`config.mk`:
```
export PLATFORM = sky130hd
export DESIGN_NAME = two_class_priority_queue_unit
export DESIGN_NICKNAME = d
export VERILOG_FILES = /design/src/hdl/tcpq_pkg.sv /design/src/hdl/tcpq_cell.sv /design/src/hdl/two_class_priority_queue_unit.sv
export SDC_FILE = /design/constraint.sdc
export NUM_CORES = 1
export LEC_CHECK = 0
export BUFFER_PORTS_ARGS = -buffer_cell sky130_fd_sc_hd__buf_2
export CAP_MARGIN = 20
export CORE_MARGIN = 4
export CORE_UTILIZATION = 60
export DETAILED_ROUTE_END_ITERATION = 12
export GPL_TIMING_DRIVEN = 0
export PLACE_DENSITY = 0.77
export SYNTH_ARGS = -nofsm -noshare
export SYNTH_HDL_FRONTEND = slang
export SYNTH_SLANG_ARGS = --single-unit
```
`constraint.sdc`:
```
create_clock -name clk -period 9.6 [get_ports clk]
set_input_delay 0.96 -clock clk [delete_from_list [all_inputs] [get_ports clk]]
set_output_delay 0.96 -clock clk [all_outputs]
set_load 0.02 [all_outputs]
```
`src/hdl/tcpq_pkg.sv`:
```
// Shared types and constants for the two-class priority queue.
package tcpq_pkg;

  localparam int CAPACITY_DEF = 16;
  localparam int MAX_NUMBER   = 1023;
  localparam int NUM_W        = 10;
  localparam int COUNT_OUT_W  = 5;

  typedef enum logic [1:0] {
    CMD_ADD    = 2'd0,
    CMD_DEPART = 2'd1,
    CMD_REMOVE = 2'd2,
    CMD_QUERY  = 2'd3
  } cmd_code_t;

  typedef struct packed {
    cmd_code_t          command;
    logic [NUM_W-1:0]   entry_number;
    logic               entry_type;
    logic               urgent;
  } cmd_t;

  typedef struct packed {
    logic                   ok;
    logic [COUNT_OUT_W-1:0] waiting_count;
    logic [COUNT_OUT_W-1:0] urgent_count;
  } res_t;

  typedef struct packed {
    logic             valid;
    logic             urgent;
    logic [NUM_W-1:0] number;
  } slot_t;

  // Per-cycle shift controls broadcast to every cell.
  typedef struct packed {
    logic ins_en;
    logic pop_en;
    logic del_en;
  } ctl_t;

endpackage

```
`src/hdl/tcpq_cell.sv`:
```
// One queue slot: holds an entry, compares it, and shifts with its neighbors.
module tcpq_cell #(
  parameter int IDX   = 0,
  parameter int POS_W = 5
) (
  input  logic                       clk,
  input  logic                       rst,
  input  logic [tcpq_pkg::NUM_W-1:0] req_number,
  input  logic                       req_urgent,
  input  logic                       capture,
  input  tcpq_pkg::ctl_t             ctl,
  input  logic [POS_W-1:0]           ins_pos,
  input  tcpq_pkg::slot_t            left,
  input  tcpq_pkg::slot_t            right,
  input  logic                       hit_in,
  input  logic                       hit_urg_in,
  output tcpq_pkg::slot_t            slot,
  output logic                       hit_out,
  output logic                       hit_urg_out
);

  logic match_q;
  logic take_left;
  logic load;
  logic take_right;

  assign take_left  = ctl.ins_en && (POS_W'(IDX) > ins_pos);
  assign load       = ctl.ins_en && (POS_W'(IDX) == ins_pos);
  // a removal closes the gap from the matching cell onward
  assign take_right = ctl.pop_en || (ctl.del_en && (hit_in || match_q));

  assign hit_out     = hit_in || match_q;
  assign hit_urg_out = hit_urg_in || (match_q && slot.urgent);

  always_ff @(posedge clk) begin
    if (rst) begin
      slot.valid  <= 1'b0;
      slot.urgent <= 1'b0;
      match_q     <= 1'b0;
    end else begin
      if (capture) begin
        match_q <= slot.valid && (slot.number == req_number);
      end
      if (take_left) begin
        slot <= left;
      end else if (load) begin
        slot.valid  <= 1'b1;
        slot.urgent <= req_urgent;
        slot.number <= req_number;
      end else if (take_right) begin
        slot <= right;
      end
    end
  end

endmodule

```
`src/hdl/two_class_priority_queue_unit.sv`:
```
// Two-class priority queue: command channel, result channel, queue type register.
//
// Usage: a request on cmd (valid/stall) carries a command (add, depart,
// remove, query), an entry number, an entry type and an urgent flag. Each
// request yields exactly one result on res (valid/stall) holding ok and the
// total and urgent counts after the command.
// Entries sit in a row of CAPACITY cells kept in service order: urgent first,
// each class first in, first out. An accepted request is registered, compared
// in every cell in the compare state and applied (shift insert or shift remove)
// in the apply state, where the result register is loaded. The compare/apply
// pass through the cell row limits throughput: only one request is in flight,
// and a new request is taken during the apply state, as the result is loaded.
// When res is stalled with a result waiting, the apply step holds and cmd
// stalls until the result is taken; nothing is lost or repeated.
// cfg_wr_en writes queue_type (entry type accepted by add) at any edge.
// Reset (rst, synchronous) empties the queue, zeroes both counts, clears
// queue_type and drops res_valid; no clearing pass is needed.
module two_class_priority_queue_unit #(
  parameter int CAPACITY = tcpq_pkg::CAPACITY_DEF
) (
  input  logic            clk,
  input  logic            rst,
  input  logic            cmd_valid,
  output logic            cmd_stall,
  input  tcpq_pkg::cmd_t  cmd,
  output logic            res_valid,
  input  logic            res_stall,
  output tcpq_pkg::res_t  res,
  input  logic            cfg_wr_en,
  input  logic            cfg_wr_data
);

  localparam int CW = $clog2(CAPACITY + 1);

  typedef enum logic [2:0] {
    ST_IDLE    = 3'b001,
    ST_COMPARE = 3'b010,
    ST_APPLY   = 3'b100
  } state_t;

  state_t          state;
  state_t          state_next;
  tcpq_pkg::cmd_t  req;
  logic            queue_type;
  logic [CW-1:0]   total_cnt;
  logic [CW-1:0]   urgent_cnt;
  logic [CW-1:0]   total_cnt_next;
  logic [CW-1:0]   urgent_cnt_next;

  tcpq_pkg::slot_t slots [CAPACITY];
  logic            hit   [CAPACITY+1];
  logic            hit_urg [CAPACITY+1];

  tcpq_pkg::ctl_t  ctl;
  logic [CW-1:0]   ins_pos;
  logic            out_free;
  logic            fire;
  logic            accept;
  logic            found;
  logic            ok;
  logic            in_range;

  assign out_free  = !res_valid || !res_stall;
  assign fire      = (state == ST_APPLY) && out_free;
  assign cmd_stall = !((state == ST_IDLE) || fire);
  assign accept    = cmd_valid && !cmd_stall;

  assign found    = hit[CAPACITY];
  assign ins_pos  = req.urgent ? urgent_cnt : total_cnt;
  assign in_range = (req.entry_number != '0) &&
                    (32'(req.entry_number) <= tcpq_pkg::MAX_NUMBER);

  assign hit[0]     = 1'b0;
  assign hit_urg[0] = 1'b0;

  for (genvar i = 0; i < CAPACITY; i++) begin : g_cell
    tcpq_pkg::slot_t left_s;
    tcpq_pkg::slot_t right_s;
    if (i == 0) begin : g_first
      assign left_s = '0;
    end else begin : g_mid
      assign left_s = slots[i-1];
    end
    if (i == CAPACITY - 1) begin : g_last
      assign right_s = '0;
    end else begin : g_inner
      assign right_s = slots[i+1];
    end
    tcpq_cell #(
      .IDX   (i),
      .POS_W (CW)
    ) u_cell (
      .clk         (clk),
      .rst         (rst),
      .req_number  (req.entry_number),
      .req_urgent  (req.urgent),
      .capture     (state == ST_COMPARE),
      .ctl         (ctl),
      .ins_pos     (ins_pos),
      .left        (left_s),
      .right       (right_s),
      .hit_in      (hit[i]),
      .hit_urg_in  (hit_urg[i]),
      .slot        (slots[i]),
      .hit_out     (hit[i+1]),
      .hit_urg_out (hit_urg[i+1])
    );
  end

  always_comb begin
    ok              = 1'b0;
    ctl             = '0;
    total_cnt_next  = total_cnt;
    urgent_cnt_next = urgent_cnt;
    case (req.command)
      tcpq_pkg::CMD_ADD: begin
        ok = (total_cnt != CW'(CAPACITY)) && !found && (req.entry_type == queue_type);
        ctl.ins_en      = fire && ok;
        total_cnt_next  = total_cnt + CW'(1);
        urgent_cnt_next = urgent_cnt + CW'(req.urgent);
      end
      tcpq_pkg::CMD_DEPART: begin
        ok = (total_cnt != '0);
        ctl.pop_en      = fire && ok;
        total_cnt_next  = total_cnt - CW'(1);
        urgent_cnt_next = urgent_cnt - CW'(slots[0].urgent);
      end
      tcpq_pkg::CMD_REMOVE: begin
        ok = found;
        ctl.del_en      = fire && ok;
        total_cnt_next  = total_cnt - CW'(1);
        urgent_cnt_next = urgent_cnt - CW'(hit_urg[CAPACITY]);
      end
      tcpq_pkg::CMD_QUERY: begin
        ok = found && in_range;
      end
      default: begin
        ok = 1'b0;
      end
    endcase
    // queries and failed commands leave the counts alone
    if (!ok || (req.command == tcpq_pkg::CMD_QUERY)) begin
      total_cnt_next  = total_cnt;
      urgent_cnt_next = urgent_cnt;
    end
  end

  always_comb begin
    state_next = state;
    case (state)
      ST_IDLE:    if (accept) state_next = ST_COMPARE;
      ST_COMPARE: state_next = ST_APPLY;
      ST_APPLY: begin
        if (fire) state_next = accept ? ST_COMPARE : ST_IDLE;
      end
      default:    state_next = ST_IDLE;
    endcase
  end

  always_ff @(posedge clk) begin
    if (rst) begin
      state      <= ST_IDLE;
      queue_type <= 1'b0;
      total_cnt  <= '0;
      urgent_cnt <= '0;
      res_valid  <= 1'b0;
    end else begin
      state <= state_next;
      if (cfg_wr_en) begin
        queue_type <= cfg_wr_data;
      end
      if (fire) begin
        total_cnt  <= total_cnt_next;
        urgent_cnt <= urgent_cnt_next;
        res_valid  <= 1'b1;
      end else if (!res_stall) begin
        res_valid <= 1'b0;
      end
    end
  end

  always_ff @(posedge clk) begin
    if (accept) begin
      req <= cmd;
    end
    if (fire) begin
      res.ok            <= ok;
      res.waiting_count <= tcpq_pkg::COUNT_OUT_W'(total_cnt_next);
      res.urgent_count  <= tcpq_pkg::COUNT_OUT_W'(urgent_cnt_next);
    end
  end

endmodule

```
==> results.cfg <==
[power]
leakagePower_nw = 5.49
ir_drop_uv = 132
power.density_nw_per_um2 = 148
power_mw = 2.46

[finish]
antenna_cells = 0
layout.nets = 1636
n_fill_cell = 1951
syn2layout_area_growth_pct = 10.4
register_area_sq_um = 6820
drive_above_1_share = 0.0850
multiInputGateArea_sq_um = 7630

[sta]
tightestPinTransition_ps = 1180
min_period_ps = 5050
setup_tns_ps = 0
max-slew-margin-rel = 0.204
fmax_mhz = 198
clock_skew_ps = 24.5
final.period_utilization = 0.526
hold_violations = 0
rsz0062_at_grt = no
drv_slew = 0
setup_viol = 0

[placement]
gp_congestion = 1.04
dpl.hpwl_mm = 39.2
io_buffers = 32

[global_routing]
first_global_vias = 12900
antenna_found_initial = 1
gr-total-overflow = 0
grt_pass1_wl_mm = 79.6
grt_max_degree = 15
grtUsageTotal = 0.373

[synthesis]
synth_area_sq_um = 15000
yosysSeqAreaShare = 0.453
syn_nets = 1567
ys_ff_latch = 248
yosysTopAreaCell = edfxtp_1
yosys-top-cells-area = edfxtp_1, xnor2_1, dfxtp_1
ys_types = 77
synth_top_cell_area_share = 0.369
synth.most_common_cell = edfxtp_1
synth_edf_count = 185
synthCells = 1534
avgSynthCellArea_sq_um = 9.80
synth_commonest_cells = edfxtp_1, xnor2_1, nand2_1
yosys_warnings = 0
async_flop_share = 0
synthFlopType = edfxtp_1

[min_path]
holdPathEnd = state[2]
hold_class = reg -> reg
hold_start = state[0]
hold_path_depth = 1

[die]
initial_core_util = 0.615
fp.dieW_um = 166
ioPinCount = 33
coreArea_sq_um = 24500
rows = 57
die_h_um = 166
dieArea_sq_um = 27700

[clocking]
path_clk_slew_ps = 60
numCtsBuffers = 27
cts_tree = yes
ctsHtreeMaxLevel = 1
clock_latency_ps = 570
hold_buffers = 0
root_buffer = clkbuf_16
cts_sinks = 248
clockBufferDepth = 3
post_cts_buffers = 0
ctsResizeCount = 0

[worst_setup_path]
cp_max_fo = 10
arrival_ps = 5230
r2r_end = g_cell[0].u_cell.slot[2]
critPathLaunchType = flip-flop
rrSetupSlack_ps = 4550
cp-end-kind = flip-flop
crit_type = reg -> reg
timing.rr.start = g_cell[1].u_cell.match_q
r2r_cells = 7
required_ps = 9780

[status]
status = completed

[drt]
drc_errors = 0
vias = 13500
drtPass1Iterations = 8
ant_nets = 0
drt_wl_total_mm = 54.0
viasPerCell = 6.93
dr.first_iter.drc_count = 2100
detail_route.wl_per_cell_um = 27.7

[job]
cap_violations = 0
==> cell families after synthesis <==
family,Yosys count,synth area share
buffers and inverters,142,0.0394
xor gates and xnor gates,170,0.0990
and+or+nand+nor,472,0.154
adders and majority gates,13,0.0118
AOI/OAI and AO/OA,343,0.144
DFF,248,0.453
muxes,146,0.0988
==> worst max-delay path by stage <==
stage,startpoint,to
after CTS,g_cell[1].u_cell.match_q,g_cell[0].u_cell.slot[2]
after floorplan,res_stall,g_cell[14].u_cell.slot[0]
after global routing,g_cell[1].u_cell.match_q,g_cell[0].u_cell.slot[2]
after detailed placement,res_stall,g_cell[15].u_cell.slot[2]
final,g_cell[1].u_cell.match_q,g_cell[0].u_cell.slot[2]
after global placement,res_stall,g_cell[14].u_cell.slot[2]
==> cell usage in the layout, fill, tap and decap left out, types with 6 or more instances in the layout <==
cell | synthesis | final
o21ai_0 | 76 | 76
a211oi_1 | 14 | 14
xor2_1 | 14 | 14
mux2i_1 | 126 | 126
nor3_1 | 24 | 24
or2_2 | 6 | 6
dfxtp_1 | 63 | 63
buf_1 | 11 | 11
a31oi_1 | 11 | 11
mux2_2 | 20 | 20
and2_1 | 6 | 6
nor4_1 | 24 | 24
a221oi_1 | 6 | 6
nor2_1 | 128 | 128
inv_1 | 19 | 19
or3_1 | 8 | 8
edfxtp_1 | 185 | 185
buf_2 | 5 | 39
buf_6 | 5 | 8
xnor2_1 | 156 | 156
o31ai_1 | 11 | 11
or4_1 | 6 | 6
a21oi_1 | 106 | 106
a22oi_1 | 43 | 43
nand4_1 | 41 | 41
buf_4 | 4 | 7
a22o_1 | 7 | 7
ha_1 | 11 | 11
o21ai_1 | 6 | 6
clkbuf_1 | 97 | 104
o211ai_1 | 16 | 16
clkbuf_16 | 0 | 27
nand3_1 | 31 | 31
nand2_1 | 155 | 155
==> final cells by class <==
| cell class | count | share of cell area |
|---|---|---|
| multi-input combinational | 1144 | 0.460 |
| sequential | 248 | 0.411 |
| clock buffer | 35 | 0.0431 |
| buffer | 122 | 0.0311 |
| tap | 324 | 0.0244 |
| timing repair buffer | 40 | 0.0136 |
| clock inverter | 15 | 0.0130 |
| inverter | 20 | 0.00452 |
==> state kept, by name, summed over array words and instances (netlist names), 3 cells and up <==
register,flops
g_cell.u_cell.match_q,16
req,14
g_cell.u_cell.slot,192
total_cnt,5
urgent_cnt,5
res,11
state,3
==> where the power goes <==
part	internal [mW]	switching (mW)
registers	1.14	0.00283
clock network	0.663	0.455
logic	0.0583	0.132
total	1.87	0.590
==> layer usage <==
layer,global-route usage,up-vias,wire [um]
met5,0,-,21
met4,0.194,2,3710
met3,0.0945,254,7130
met2,0.580,1072,23600
met1,0.484,6374,19500
li1,-,5789,-
==> critical path: stages, from the launching register on <==
cell	delay, ps
dfxtp_1	380
nor3_1	680
nand3_1	520
nor3_1	770
nand4b_1	660
clkbuf_1	480
clkbuf_1	350
a21oi_1	840
==> metrics by stage <==
step	cell area (sq um)	utilization	cells	hold WS [ps]	worst slack, ps
global placement	15600	0.638	1890	473	4390
detailed placement	15600	0.639	1894	487	4600
global route	16600	0.679	1948	523	4210
CTS	16600	0.677	1944	501	4810
finish	16600	0.679	1948	504	4550
floorplan	15000	-	1534	454	5940
Note: power is estimated with default switching activity, not from simulation.
